$ cat src/rtl/core/cau_pkg.sv
`timescale 1ns / 1ps
// ----------------------------------------------------------------------------
// cau_pkg
// Shared widths, op codes, pipeline lane type and clamp helper for the
// complex arithmetic unit.
// ----------------------------------------------------------------------------
package cau_pkg;

  localparam int DW    = 16;             // data width
  localparam int FB    = 12;             // fraction bits
  localparam int PW    = 2 * DW;         // product width
  localparam int QW    = DW + 1;         // quotient bits, one per cell
  localparam int NCELL = QW;
  localparam int IW    = $clog2(QW);     // cell index width
  localparam int CW    = PW + FB + QW + 1;
  localparam int RW    = PW + 2;         // root trial width
  localparam int MW    = PW + 1;         // clamp input width

  typedef enum logic [2:0] {
    OP_ADD = 3'd0,
    OP_SUB = 3'd1,
    OP_MUL = 3'd2,
    OP_DIV = 3'd3,
    OP_MAG = 3'd4,
    OP_CMP = 3'd5
  } op_e;

  localparam logic [1:0] CMP_LT = 2'd0;
  localparam logic [1:0] CMP_EQ = 2'd1;
  localparam logic [1:0] CMP_GT = 2'd2;

  typedef struct packed {
    logic             valid;
    op_e              op;
    logic [DW-1:0]    fast_re;
    logic [DW-1:0]    fast_im;
    logic [1:0]       fast_cmp;
    logic             fast_sat;
    logic             neg_re;
    logic             neg_im;
    logic [PW-1:0]    k;
    logic [PW+FB-1:0] d_re;
    logic [PW+FB-1:0] d_im;
    logic [QW-1:0]    q_re;
    logic [QW-1:0]    q_im;
    logic             ovf_re;
    logic             ovf_im;
    logic [PW-1:0]    rem;
    logic [DW-1:0]    root;
  } lane_t;

  typedef struct packed {
    logic          sat;
    logic [DW-1:0] val;
  } sat_t;

  function automatic sat_t clamp(input logic neg, input logic [MW-1:0] mag,
                                 input logic ovf);
    sat_t r;
    r.sat = 1'b0;
    if (!neg) begin
      if (ovf || (mag > MW'({1'b0, {(DW-1){1'b1}}}))) begin
        r.sat = 1'b1;
        r.val = {1'b0, {(DW-1){1'b1}}};
      end else begin
        r.val = mag[DW-1:0];
      end
    end else begin
      if (ovf || (mag > (MW'(1) << (DW-1)))) begin
        r.sat = 1'b1;
        r.val = {1'b1, {(DW-1){1'b0}}};
      end else begin
        r.val = DW'(MW'(0) - mag);
      end
    end
    return r;
  endfunction

endpackage

$ cat src/rtl/core/cau_back.sv
`timescale 1ns / 1ps
// ----------------------------------------------------------------------------
// cau_back
// Final clamp, result select and output register.
// ----------------------------------------------------------------------------
module cau_back (
  input  logic                   clk_i,
  input  logic                   rst_ni,
  input  cau_pkg::lane_t         lane_i,
  output logic                   done_o,
  output logic [cau_pkg::DW-1:0] res_re_o,
  output logic [cau_pkg::DW-1:0] res_im_o,
  output logic [1:0]             cmp_o,
  output logic                   div_by_zero_o,
  output logic                   saturated_o
);

  localparam int DW = cau_pkg::DW;
  localparam int MW = cau_pkg::MW;

  cau_pkg::sat_t c_re, c_im;
  logic          done_d, done_q;
  logic [DW-1:0] re_d, re_q, im_d, im_q;
  logic [1:0]    cmp_d, cmp_q;
  logic          dz_d, dz_q, sat_d, sat_q;

  always_comb begin
    c_re   = '0;
    c_im   = '0;
    done_d = lane_i.valid;
    re_d   = '0;
    im_d   = '0;
    cmp_d  = cau_pkg::CMP_LT;
    dz_d   = 1'b0;
    sat_d  = 1'b0;
    unique case (lane_i.op)
      cau_pkg::OP_ADD, cau_pkg::OP_SUB, cau_pkg::OP_MUL: begin
        re_d  = lane_i.fast_re;
        im_d  = lane_i.fast_im;
        sat_d = lane_i.fast_sat;
      end
      cau_pkg::OP_DIV: begin
        if (lane_i.k == '0) begin
          dz_d = 1'b1;
        end else begin
          c_re = cau_pkg::clamp(lane_i.neg_re && (lane_i.ovf_re || lane_i.q_re != '0),
                                MW'(lane_i.q_re), lane_i.ovf_re);
          c_im = cau_pkg::clamp(lane_i.neg_im && (lane_i.ovf_im || lane_i.q_im != '0),
                                MW'(lane_i.q_im), lane_i.ovf_im);
          re_d  = c_re.val;
          im_d  = c_im.val;
          sat_d = c_re.sat | c_im.sat;
        end
      end
      cau_pkg::OP_MAG: begin
        c_re  = cau_pkg::clamp(1'b0, MW'(lane_i.root), 1'b0);
        re_d  = c_re.val;
        sat_d = c_re.sat;
      end
      cau_pkg::OP_CMP: begin
        cmp_d = lane_i.fast_cmp;
      end
      default: begin
      end
    endcase
  end

  always_ff @(posedge clk_i or negedge rst_ni) begin
    if (!rst_ni) begin
      done_q <= 1'b0;
      re_q   <= '0;
      im_q   <= '0;
      cmp_q  <= cau_pkg::CMP_LT;
      dz_q   <= 1'b0;
      sat_q  <= 1'b0;
    end else begin
      done_q <= done_d;
      re_q   <= re_d;
      im_q   <= im_d;
      cmp_q  <= cmp_d;
      dz_q   <= dz_d;
      sat_q  <= sat_d;
    end
  end

  assign done_o        = done_q;
  assign res_re_o      = re_q;
  assign res_im_o      = im_q;
  assign cmp_o         = cmp_q;
  assign div_by_zero_o = dz_q;
  assign saturated_o   = sat_q;

endmodule

$ cat config.mk
export PLATFORM = sky130hd
export DESIGN_NAME = cau_back
export DESIGN_NICKNAME = d
export VERILOG_FILES = /design/src/rtl/core/cau_pkg.sv /design/src/rtl/core/cau_back.sv
export SDC_FILE = /design/constraint.sdc
export NUM_CORES = 1
export LEC_CHECK = 0
export BUFFER_PORTS_ARGS = -buffer_cell sky130_fd_sc_hd__buf_2
export CORE_AREA = 2 2 111 113
export DETAILED_ROUTE_END_ITERATION = 7
export DIE_AREA = 0 0 113 115
export GPL_TIMING_DRIVEN = 0
export PLACE_DENSITY = 0.61
export SYNTH_ARGS = -nofsm -noshare
export SYNTH_HDL_FRONTEND = slang
export SYNTH_SLANG_ARGS = --single-unit
export TNS_END_PERCENT = 50
$ cat constraint.sdc
create_clock -name clk_i -period 0.8 [get_ports clk_i]
set_clock_uncertainty 0.15 [all_clocks]
set_input_delay 0.16 -clock clk_i [delete_from_list [all_inputs] [get_ports clk_i]]
set_output_delay 0.16 -clock clk_i [all_outputs]
set_load 0.05 [all_outputs]
==> metrics.txt <==
post-route ant nets 0; Max IR drop VDD 783.9 µV; biggest area contributors in the synthesized netlist sky130_fd_sc_hd__dfrtp_1, sky130_fd_sc_hd__o31ai_1, sky130_fd_sc_hd__a21oi_1, sky130_fd_sc_hd__nor4_1, sky130_fd_sc_hd__o21ai_0; hold_buf cts 1; CTS Buffer Depth 2; post-synthesis sequential element count 37; global-route total usage across every layer 20.24%; library cells used by synthesis 58; final weighted congestion in routability-driven placement 0.9317; number of hold violations in the final report 68; maximum net fanout on the critical path 4; final wirelength 13470 µm; number of enable-type register cells in the synthesized netlist 0; number of antenna violations at the first check in global routing 1; area inside the core boundary 11810 µm²; synth warn 0; clock tree from TritonCTS built; dominant register cell in the synthesized netlist sky130_fd_sc_hd__dfrtp_1; Worst Setup End Kind flip-flop; mapped cell area 2759 µm²; violation count after the first detailed-routing iteration 180; layout cell share with drive strength beyond 1 55.95%; crit path launch type input port; I/O pin count 284; outcome finished with violations; switch share 34.03%; Detail Placement HPWL 10020 µm; cell chosen for the clock root sky130_fd_sc_hd__clkbuf_16; measured slew at the worst slew-check pin 0.6409 ns; post-synth net total 582; synthesized area divided by synthesized cell count 8.335 µm²; Initial DRT Pass Iterations 7; Cell Int Power 4.480 mW; post-layout minimum cycle time 1.942 ns; worst slack at placement -1.741 ns; final-stage net count 779; detailed-route DRC error count 12; Yosys top cell by area sky130_fd_sc_hd__dfrtp_1; smallest hold slack -0.3076 ns; Max Freq 515.0 MHz; effective utilization at floorplan 23.36%; gate count after technology mapping 331; Logic pwr share 36.3%; width of the die 113 µm; total congestion overflow 0; part of the power in the clock network 33.1%; fraction of registers with async set or reset after synthesis 100.0%; static power due to leakage 2.185 nW; max-capacitance violation count 0; Placement Rows 40; Seq/Total Area, Yosys 33.56%; buffers added on ports 158; clock-pin transition on the worst setup and hold timing paths 0.06 ns; proportion of netlist area held by the largest area contributor 33.56%; first-pass GRT wire length 20640 µm; instance area at placement 3847 µm²; cell area power density 1300 nW/µm²; Worst Path Required 0.81 ns; worst endpoint data arrival time 1.95 ns; Crit Path Category in2reg; sw power 2.311 mW; failing checks DRC, hold timing, setup timing; number of clock sinks 37; Die Area 13000 µm²; maximum number of pins on one net before global-route repair 38; ant diodes 0; Max-Slew Margin vs Limit 57.27%; final period utilization 242.7%; max-slew violation total from the final report 0; post-layout instance area 5225 µm²; Clock H-tree levels 2; total number of vias 3745; floorplan die height 115 µm; setup slack after layout -1.142 ns; number of global-route vias before repair 3817; detailed-route vias per instance 5.540; TritonCTS buffer count 5; synthesis-to-layout area growth 89.39%; average routed wire per standard cell 19.93 µm; RSZ-0062 raised after global routing yes; class of the tightest hold or removal check in2async; register share of total power 30.7%; final setup violation count 71
-- metrics by stage --
step	cells	hold slack (ns)	TNS, ns	power [mW]	utilization [%]
final	676	-0.3076	-45.23	6.791	44.24
after global routing	676	-0.2687	-47.94	7.084	44.24
after CTS	672	-0.2828	-44.89	6.707	42.02
after detailed placement	636	0.1263	-66.02	3.946	32.57
after global placement	636	0.1245	-64.70	3.930	32.57
after floorplan	331	-0.2856	-39.05	3.116	-
-- sequential cells by signal, summed over array words and instances (netlist names) --
register and cells:
res_im_o 16, res_re_o 16, cmp_o 2, div_by_zero_o 1
done_o 1, saturated_o 1
-- routing by layer --
metal	vias up	share of wire (%)	GRT usage [%]
li1	1721	-	-
met1	1763	46	28.36
met2	232	42	30.94
met3	27	10	4.850
met4	2	2.1	6.260
met5	-	0.052	0
-- cells by family after synthesis --
kind of cell | synth area share (%)
DFF | 33.56
and+or+nand+nor | 27.35
buffers and inverters | 4.036
AOI/OAI and AO/OA | 32.29
adders and majority gates | 1.814
xor gates and xnor gates | 0.9526
-- critical path, cell delays in order --
cell and delay, ns:
sky130_fd_sc_hd__buf_8 0.10, sky130_fd_sc_hd__or3_4 0.38, sky130_fd_sc_hd__buf_6 0.13, sky130_fd_sc_hd__or4_4 0.50, sky130_fd_sc_hd__or4_1 0.40, sky130_fd_sc_hd__a31oi_1 0.19
sky130_fd_sc_hd__o31ai_1 0.08
-- synthesized netlist by cell type, drive strengths merged, types with 6 or more instances --
cell	instances
buf	6
nand4	13
o21a	8
a21oi	24
o31ai	19
or3	12
a32o	6
dfrtp	37
o21ai	22
clkbuf	14
inv	8
nand2	26
o211ai	12
nor2	21
nor4	19
nor3	10
-- cells in the final DEF (no fill, tap or decap), types with 12 or more instances in the layout --
cell | Yosys | routed
sky130_fd_sc_hd__buf_4 | 0 | 24
sky130_fd_sc_hd__a21oi_1 | 23 | 15
sky130_fd_sc_hd__nor4_1 | 18 | 12
sky130_fd_sc_hd__nand2_1 | 26 | 25
sky130_fd_sc_hd__o21ai_0 | 21 | 12
sky130_fd_sc_hd__o31ai_4 | 0 | 14
sky130_fd_sc_hd__o211ai_1 | 12 | 12
sky130_fd_sc_hd__nand4_1 | 13 | 13
sky130_fd_sc_hd__dfrtp_1 | 37 | 36
sky130_fd_sc_hd__buf_6 | 0 | 50
sky130_fd_sc_hd__nor2_1 | 21 | 17
sky130_fd_sc_hd__buf_2 | 5 | 112
-- power by group through the flow --
| stage | combinational, mW | clock (mW) | sequential, mW |
|---|---|---|---|
| 2_1_floorplan | 0.536 | 0 | 2.58 |
| 3_3_place_gp | 1.85 | 0 | 2.08 |
| 3_5_place_dp | 1.87 | 0 | 2.08 |
| 4_1_cts | 2.33 | 2.29 | 2.08 |
| 5_1_grt | 2.61 | 2.38 | 2.10 |
| 6_report | 2.46 | 2.25 | 2.08 |
-- final cells by class --
| cell class | count | area (µm²) |
|---|---|---|
| fillers | 1146 | 6586 |
| multi-input cells | 266 | 2315 |
| repair buffers | 190 | 1415 |
| flip-flops and latches | 37 | 927.1 |
| well taps | 147 | 183.9 |
| plain buffers | 20 | 150.1 |
| clock buffers | 5 | 125.1 |
| inverters | 8 | 62.56 |
| clock inverters | 3 | 46.29 |
-- repair_timing --
action                                  CTS  global route
setup buffers                            27             5
endpoints found under the setup margin   72            72
gates resized for setup                 181            55
endpoints found under the hold margin    69            65
pin swaps                                26            12
cloned                                    1             0
-- how the worst max path moves through the flow --
stage / from / endpoint / slack [ns]
after floorplan: lane_i[74] / res_re_o[13]$_DFF_PN0_ / -1.28
after global placement: lane_i[50] / res_im_o[1]$_DFF_PN0_ / -1.74
after detailed placement: lane_i[51] / res_im_o[11]$_DFF_PN0_ / -1.74
after CTS: lane_i[72] / res_re_o[13]$_DFF_PN0_ / -1.13
after global routing: lane_i[67] / res_re_o[0]$_DFF_PN0_ / -1.17
final: lane_i[72] / res_re_o[13]$_DFF_PN0_ / -1.14
Power figures use the tool's default switching activity.
