===== src/rtl/core/cau_pkg.sv =====
`timescale 1ns / 1ps
// ----------------------------------------------------------------------------
// cau_pkg
// Shared widths, op codes, pipeline lane type and clamp helper for the
// complex arithmetic unit.
// ----------------------------------------------------------------------------
package cau_pkg;

  localparam int DW    = 16;             // data width
  localparam int FB    = 12;             // fraction bits
  localparam int PW    = 2 * DW;         // product width
  localparam int QW    = DW + 1;         // quotient bits, one per cell
  localparam int NCELL = QW;
  localparam int IW    = $clog2(QW);     // cell index width
  localparam int CW    = PW + FB + QW + 1;
  localparam int RW    = PW + 2;         // root trial width
  localparam int MW    = PW + 1;         // clamp input width

  typedef enum logic [2:0] {
    OP_ADD = 3'd0,
    OP_SUB = 3'd1,
    OP_MUL = 3'd2,
    OP_DIV = 3'd3,
    OP_MAG = 3'd4,
    OP_CMP = 3'd5
  } op_e;

  localparam logic [1:0] CMP_LT = 2'd0;
  localparam logic [1:0] CMP_EQ = 2'd1;
  localparam logic [1:0] CMP_GT = 2'd2;

  typedef struct packed {
    logic             valid;
    op_e              op;
    logic [DW-1:0]    fast_re;
    logic [DW-1:0]    fast_im;
    logic [1:0]       fast_cmp;
    logic             fast_sat;
    logic             neg_re;
    logic             neg_im;
    logic [PW-1:0]    k;
    logic [PW+FB-1:0] d_re;
    logic [PW+FB-1:0] d_im;
    logic [QW-1:0]    q_re;
    logic [QW-1:0]    q_im;
    logic             ovf_re;
    logic             ovf_im;
    logic [PW-1:0]    rem;
    logic [DW-1:0]    root;
  } lane_t;

  typedef struct packed {
    logic          sat;
    logic [DW-1:0] val;
  } sat_t;

  function automatic sat_t clamp(input logic neg, input logic [MW-1:0] mag,
                                 input logic ovf);
    sat_t r;
    r.sat = 1'b0;
    if (!neg) begin
      if (ovf || (mag > MW'({1'b0, {(DW-1){1'b1}}}))) begin
        r.sat = 1'b1;
        r.val = {1'b0, {(DW-1){1'b1}}};
      end else begin
        r.val = mag[DW-1:0];
      end
    end else begin
      if (ovf || (mag > (MW'(1) << (DW-1)))) begin
        r.sat = 1'b1;
        r.val = {1'b1, {(DW-1){1'b0}}};
      end else begin
        r.val = DW'(MW'(0) - mag);
      end
    end
    return r;
  endfunction

endpackage


===== src/rtl/core/cau_cell.sv =====
`timescale 1ns / 1ps
// ----------------------------------------------------------------------------
// cau_cell
// One quotient bit for both divide lanes and one root bit per cycle.
// ----------------------------------------------------------------------------
module cau_cell (
  input  logic                   clk_i,
  input  logic                   rst_ni,
  input  logic [cau_pkg::IW-1:0] idx_i,
  input  cau_pkg::lane_t         lane_i,
  output cau_pkg::lane_t         lane_o
);

  localparam int PW = cau_pkg::PW;
  localparam int FB = cau_pkg::FB;
  localparam int QW = cau_pkg::QW;
  localparam int DW = cau_pkg::DW;
  localparam int CW = cau_pkg::CW;
  localparam int RW = cau_pkg::RW;
  localparam int IW = cau_pkg::IW;

  logic [CW-1:0]  kd, kd1, dre, dim;
  logic [RW-1:0]  trial, remw, rootn;
  cau_pkg::lane_t lane_d, lane_q;

  always_comb begin
    lane_d = lane_i;
    kd  = CW'(lane_i.k) << idx_i;
    kd1 = kd << 1;
    dre = CW'(lane_i.d_re);
    dim = CW'(lane_i.d_im);

    lane_d.ovf_re = lane_i.ovf_re | (dre >= kd1);
    lane_d.ovf_im = lane_i.ovf_im | (dim >= kd1);
    if (dre >= kd) begin
      lane_d.d_re = (PW+FB)'(dre - kd);
      lane_d.q_re = lane_i.q_re | (QW'(1) << idx_i);
    end
    if (dim >= kd) begin
      lane_d.d_im = (PW+FB)'(dim - kd);
      lane_d.q_im = lane_i.q_im | (QW'(1) << idx_i);
    end

    trial = (RW'(lane_i.root) << ((IW+1)'(idx_i) + (IW+1)'(1)))
          + (RW'(1) << ((IW+1)'(idx_i) << 1));
    remw  = RW'(lane_i.rem);
    rootn = RW'(lane_i.root) | (RW'(1) << idx_i);
    if (remw >= trial) begin
      lane_d.rem  = PW'(remw - trial);
      lane_d.root = rootn[DW-1:0];
    end
  end

  always_ff @(posedge clk_i or negedge rst_ni) begin
    if (!rst_ni) begin
      lane_q <= '0;
    end else begin
      lane_q <= lane_d;
    end
  end

  assign lane_o = lane_q;

endmodule


===== config.mk =====
export PLATFORM = sky130hd
export DESIGN_NAME = cau_cell
export DESIGN_NICKNAME = d
export VERILOG_FILES = /design/src/rtl/core/cau_pkg.sv /design/src/rtl/core/cau_cell.sv
export SDC_FILE = /design/constraint.sdc
export NUM_CORES = 1
export LEC_CHECK = 0
export ABC_AREA = 1
export BUFFER_PORTS_ARGS = -buffer_cell sky130_fd_sc_hd__buf_2
export CORE_UTILIZATION = 35
export CTS_CLUSTER_DIAMETER = 40
export DETAILED_ROUTE_END_ITERATION = 8
export PLACE_DENSITY = 0.66
export RECOVER_POWER = 100
export REMOVE_ABC_BUFFERS = 1
export SYNTH_ARGS = -nofsm -noshare
export SYNTH_HDL_FRONTEND = slang
export SYNTH_SLANG_ARGS = --single-unit

===== constraint.sdc =====
create_clock -name clk_i -period 0.8 [get_ports clk_i]
set_clock_uncertainty 0.1 [all_clocks]
set_input_delay 0.12 -clock clk_i [delete_from_list [all_inputs] [get_ports clk_i]]
set_output_delay 0.12 -clock clk_i [all_outputs]
set_load 0.01 [all_outputs]

==> key figures, run 1 <==
Detailed routing
  – Vias: 28500
  – First-pass iteration count of the detailed router: 6
  – Vias per inst: 5.03
  – Routed Antenna Nets: 0
  – Initial drt markers: 2039
  – Routed WL per cell: 18.1 um
  – Final WL: 102 mm
  – # DRC: 0

GRT
  – GR Overflow Total: 0
  – Vias in the first global route: 27700
  – First-pass GRT wire length: 154 mm
  – Largest net degree at the start of global routing: 49
  – Gr usage total: 31.5%
  – Initial antenna violation count: 16

Yosys
  – Post-synth top area share: 28.2%
  – Post-Synth Adder-Cell Area: 13.5%
  – Synth Cell Area: 0.0217 mm^2
  – Mapped Cells: 3110
  – Post-synthesis area per instance: 6.98 um^2
  – Primary FF master, synth: dfrtp_1
  – Synth Warn #: 0
  – Main combinational cell family by area after synthesis: simple AND/OR/NAND/NOR gates
  – Unique masters post-synth: 56
  – EDFF count, synth: 0
  – Number of synthesized register bits: 245
  – FFs w/ async S/R, synth: 100%
  – Yosys top cell by area: dfrtp_1
  – Sequential share of the synthesized area: 28.2%
  – Synth top area cells: dfrtp_1 (28%), nand2_1 (15%), ha_1 (13%)
  – Synth Area in Simple Gates: 28.0%
  – Fraction of synthesized cell area in xor and xnor cells: 5.44%
  – Post-synthesis mux area share: 0.369%
  – Synth Area in Compound Gates: 17.7%

Layout
  – Layout Cells excl Fill: 5655
  – Final nets: 5324
  – Number of flip-flops in the largest register: 245
  – Synth-to-Final Area Change: 72.5%
  – Layout cell share with drive strength beyond 1: 36.5%

Status
  – Violated checks: negative hold slack, negative setup slack
  – Outcome: finished with violations

Timing
  – Slew Limit Fails: 0
  – Final Cycle Share: 539%
  – Final Hold Fails: 8
  – Final setup fails: 477
  – Worst slew pin tran: 630 ps
  – WHS: -41.7 ps
  – Setup TNS: -644500 ps
  – PnR worst setup slack: -3510 ps
  – Post-layout min period: 4310 ps
  – Unrepaired setup endpoints after global routing: yes
  – Slew margin rel.: 57.6%
  – Max Freq: 0.232 GHz

Floorplan
  – Die height: 251 um
  – I/O Pins: 497
  – Effective utilization at floorplan: 35.7%
  – Die area: 0.0631 mm^2
  – Total core area: 0.0608 mm^2
  – Die X: 251 um
  – Row cnt: 90

Clock tree
  – CTS tree: yes
  – Root buf cell: clkbuf_16
  – Number of H-tree levels: 2
  – Reg clk slew, reported paths: 50 ps
  – Clk sinks: 245
  – TritonCTS buffer count: 39
  – CTS max path bufs: 3
  – Hold_buf cts: 242

Setup path
  – Arr. time, crit path: 4690 ps
  – CP Max Fanout: 9
  – Worst path max stage delay: 370 ps
  – Worst setup EP type: flop
  – Worst Setup SP: idx_i[1]
  – Critical Path End: lane_o[12]$_DFF_PN0_
  – Crit start category: input port
  – Crit Path Class: in -> reg
  – Crit-path slowest cell: ha_1
  – Worst Path Required: 1180 ps

Pwr
  – Peak VDD IR: 1460 uV
  – Lkg Pwr: 19.2 nW
  – Pwr/cell area: 1630 mW/mm^2

Placed design
  – Placer Congestion: 0.983
  – Placed cell count: 5298
  – DP Wirelength: 82.3 mm
  – Number of buffers added on ports: 496
  – Pre-CTS WS: -4580 ps

Flow run
  – Max-cap violations: 0

Hold path
  – Min-delay worst type: in -> reg
==> repair_timing <==
item                                    CTS  global route
gates cloned                              3             1
endpoints found under the setup margin  417           417
pin swaps                                32            73
resized for setup                       177            90
hold endpoints to repair                490             8
setup buffers                            27            13
==> worst min-delay path by stage <==
stage / slack (ps) / depth (start not counted) / startpoint / end
3_5_place_dp: -110 / 1 / rst_ni / lane_o[39]$_DFF_PN0_
5_1_grt: -40 / 5 / lane_i[131] / lane_o[131]$_DFF_PN0_
6_report: -40 / 5 / lane_i[131] / lane_o[131]$_DFF_PN0_
3_3_place_gp: -100 / 1 / rst_ni / lane_o[38]$_DFF_PN0_
4_1_cts: -100 / 2 / rst_ni / lane_o[39]$_DFF_PN0_
2_1_floorplan: -280 / 0 / rst_ni / lane_o[0]$_DFF_PN0_
==> where the power goes <==
| group | switching (mW) | internal [mW] |
|---|---|---|
| registers | 0.346 | 13.5 |
| clock network | 6.47 | 11.0 |
| logic | 15.6 | 14.3 |
| total | 22.4 | 38.7 |
==> cells in the final DEF (no fill, tap or decap), types with 34 or more instances in the layout <==
master and count:
buf_2 465, a21oi_1 162, xor2_1 81, a31oi_1 39, o21ai_1 125, nand2_1 825
buf_4 992, clkbuf_16 42, inv_1 249, o21bai_1 50, o21ai_0 179, dfrtp_1 245
nand3_1 184, nand2_2 34, nand4_1 36, xnor2_1 46, ha_1 215, dlygate4sd3_1 242
nor2_1 249
==> cells by family (layout without fill, tap and decap cells) <==
| family | after synthesis | after routing |
|---|---|---|
| compound gates | 686 | 686 |
| other cells | 0 | 6 |
| flops | 245 | 245 |
| xor+xnor | 135 | 135 |
| fa+ha+maj | 233 | 233 |
| simple gates | 1447 | 1447 |
| mux | 8 | 8 |
| buf+inv | 356 | 2113 |
==> synthesized netlist by cell type (2+ instances only) <==
cell type and instances:
a2111oi_0 2, nor3_1 29, nor2_1 262, xor2_1 87
o21ai_0 227, nand4_1 36, buf_2 26, a31oi_1 41
o21bai_1 51, nor2_2 3, or2_2 3, a211oi_1 5
a22oi_1 2, inv_2 7, nand2_4 2, buf_4 5
a21o_1 28, nand2_1 851, nand3b_1 3, and3_1 3
mux2i_1 8, nor4_1 17, nand3_1 201, o221ai_1 2
o21a_1 11, o22ai_1 11, fa_1 3, clkbuf_1 34
xnor2_1 48, dfrtp_1 245, a221oi_1 5, nand2_2 13
ha_1 230, o21ai_1 97, a21oi_1 180, nor2_4 4
inv_1 259, a21oi_2 2, buf_6 9, buf_1 14
a21boi_0 6, nand3_2 13, and2_1 3, o211ai_1 10
==> critical path: cells and delay by family <==
family / cells / cell delay, ps
adders and majority gates: 4 / 1170
xor gates and xnor gates: 1 / 150
AOI/OAI and AO/OA: 4 / 500
buffers and inverters: 9 / 1110
and+or+nand+nor: 14 / 1640
==> stage by stage <==
stage	util (%)	power, mW	instance area, um^2
4_1_cts	61.0	60.4	37100
3_3_place_gp	53.3	40.3	32400
3_5_place_dp	53.3	40.5	32400
2_1_floorplan	-	26.1	21300
6_report	61.6	61.1	37500
5_1_grt	61.6	64.5	37500
==> area by class of cell <==
class	count	area [um^2]
tap	782	978
inverter	268	1020
clock inverter	23	270
timing repair buffer	1776	13000
sequential	245	6130
multi-input combinational	2509	15000
antenna	6	15.0
clock buffer	46	1070
fill	5394	23300
==> per-layer routing <==
metal / global-route usage [%] / vias to the layer above / wire length [um]
li1: - / 14000 / -
met1: 41.0 / 13200 / 44700
met2: 51.8 / 1051 / 46500
met3: 5.33 / 240 / 6650
met4: 12.9 / 20 / 4390
met5: 0 / - / 135
(Power assumes the default switching activity.)
==> run 2, diff against run 1 <==
PLACE_DENSITY = default   (was 0.66)
==> run 2 against run 1 <==
Combinational power increased by 10%. Non-clock buffer count increased by 79. Die area unchanged. Largest cell class unchanged. The flow still finishes with violations (negative hold slack, negative setup slack). Critical path depth unchanged. Global-route usage increased by 0.50 points. Maximum frequency decreased by 2.6%. Routed wire length increased by 5.6%.
==> key figures, run 2 (synthesis results as in run 1) <==
Setup path
  – CP dominant cell by count: nand2_1
  – Worst path max stage delay: 370 ps
  – Crit Path Class: in -> reg
  – Worst setup EP type: flop
  – Top delay family on crit path: simple AND/OR/NAND/NOR gates
  – CP Max Fanout: 8
  – Critical path buffers and inverters: 7
  – Crit-path slowest cell: ha_1
  – Worst Path Required: 1180 ps
  – Crit start category: input port
  – Arr. time, crit path: 4810 ps

Detailed routing
  – First-pass iteration count of the detailed router: 6
  – Initial drt markers: 2200
  – M1 wire length: 46.0 mm
  – Final WL: 108 mm
  – Highest metal used: met5
  – Routed Antenna Nets: 0
  – Vias per inst: 5.09
  – Routed WL per cell: 18.9 um
  – Met3 wire length: 7.65 mm
  – # DRC: 0
  – DR WL met2: 50.1 mm
  – Vias: 29200

Layout
  – Most frequent cells in the layout: buf_4 (1035), nand2_1 (767), buf_2 (475), dfrtp_1 (245), inv_1 (238)
  – Final nets: 5401
  – Layout filler cell count: 5132
  – Layout cell share with drive strength beyond 1: 43.1%
  – Post-layout util: 65.6%
  – Synth-to-Final Area Change: 83.7%
  – Number of flip-flops in the largest register: 245
  – Commonest non-fill, non-tap cell in the layout: buf_4

Pwr
  – Lkg Pwr: 20.1 nW
  – Combinational share of power: 51.8%
  – Register share of total power: 21.8%
  – Power Total: 63.3 mW
  – Peak VDD IR: 1350 uV
  – Pwr/cell area: 1590 mW/mm^2
  – Pint: 39.5 mW
  – Sw frac: 37.7%
  – Sw power: 23.8 mW
  – Clock share of power: 26.4%

Clock tree
  – Clk sinks: 245
  – CTS tree: yes
  – Reg clk slew, reported paths: 60 ps
  – TritonCTS buffer count: 36
  – Root buf cell: clkbuf_16
  – Number of H-tree levels: 2
  – CTS max path bufs: 3

Timing
  – WHS: -77.8 ps
  – Unrepaired setup endpoints after global routing: yes
  – Slew Limit Fails: 0
  – PnR worst setup slack: -3630 ps
  – Final setup fails: 601
  – Final Hold Fails: 12
  – Slew margin rel.: 46.4%
  – Worst slew pin tran: 795 ps
  – Post-layout min period: 4430 ps
  – Max Freq: 0.226 GHz
  – Final Cycle Share: 553%

Flow run
  – Max-cap violations: 0

Status
  – Violated checks: negative hold slack, negative setup slack
  – Outcome: finished with violations

Floorplan
  – Effective utilization at floorplan: 35.7%
  – Total core area: 0.0608 mm^2
  – Die X: 251 um
  – Row cnt: 90
  – Die height: 251 um
  – I/O Pins: 497
  – Die area: 0.0631 mm^2

Placed design
  – Placer Congestion: 0.985
  – Number of buffers added on ports: 496
  – DP Wirelength: 84.0 mm

GRT
  – First-pass GRT wire length: 157 mm
  – Vias in the first global route: 28200
  – Gr usage total: 32.1%
  – Largest net degree at the start of global routing: 53
  – Initial antenna violation count: 12
  – GR Overflow Total: 0

Hold path
  – Min-delay worst type: in -> reg
## run 2: worst paths after layout
check / start / end / slack [ps] / cells past startpoint
setup / recovery: idx_i[0] / lane_o[23]$_DFF_PN0_ / -3630 / 32
hold / removal: lane_i[17] / lane_o[17]$_DFF_PN0_ / -80 / 4
max in group asynchronous: rst_ni / lane_o[121]$_DFF_PN0_ / -270 / 4
min in group asynchronous: rst_ni / lane_o[241]$_DFF_PN0_ / 220 / 3
## run 2: layout make-up
cell class	count	area [um^2]	share of cell area [%]
well taps	782	978	2.45
diodes	4	10.0	0.0251
inverters	268	1030	2.59
clock buffers	41	951	2.38
repair buffers	1855	14000	35.2
flip-flops and latches	245	6130	15.4
multi-input cells	2510	16500	41.2
clock inverters	24	315	0.790
## run 2: stage by stage
stage	setup TNS (ps)	hold slack (ps)	instances	setup WS, ps	area, um^2
after floorplan	-671900	-276	3022	-4690	21300
after global placement	-693080	-29.7	5331	-4300	32700
after detailed placement	-707050	-31.0	5331	-4340	32700
after CTS	-650360	-108	5659	-3310	37400
after global routing	-747060	-85.3	5726	-3840	39900
final	-697220	-77.8	5729	-3630	39900
## run 2: power groups by stage
stage	Clock, mW	Sequential, mW	Combinational, mW
2_1_floorplan	0	14.6	11.5
3_3_place_gp	0	14.0	26.7
3_5_place_dp	0	14.0	26.8
4_1_cts	16.9	13.8	29.6
5_1_grt	17.5	13.9	35.2
6_report	16.7	13.8	32.8
## run 2: repair_timing
| item | in CTS | in global routing |
|---|---|---|
| buffers inserted | 26 | 56 |
| resized for setup | 230 | 464 |
| pin swaps | 75 | 101 |
| gates cloned | 6 | 17 |
| endpoints found under the hold margin | 486 | 12 |
| hold buffers | 233 | 1 |
| endpoints found under the setup margin | 417 | 417 |
## run 2: metal layers
layer	GRT usage, %	vias up
met2	52.8	1123
li1	-	14100
met4	12.3	12
met1	41.7	13600
met3	5.58	265
met5	0	-
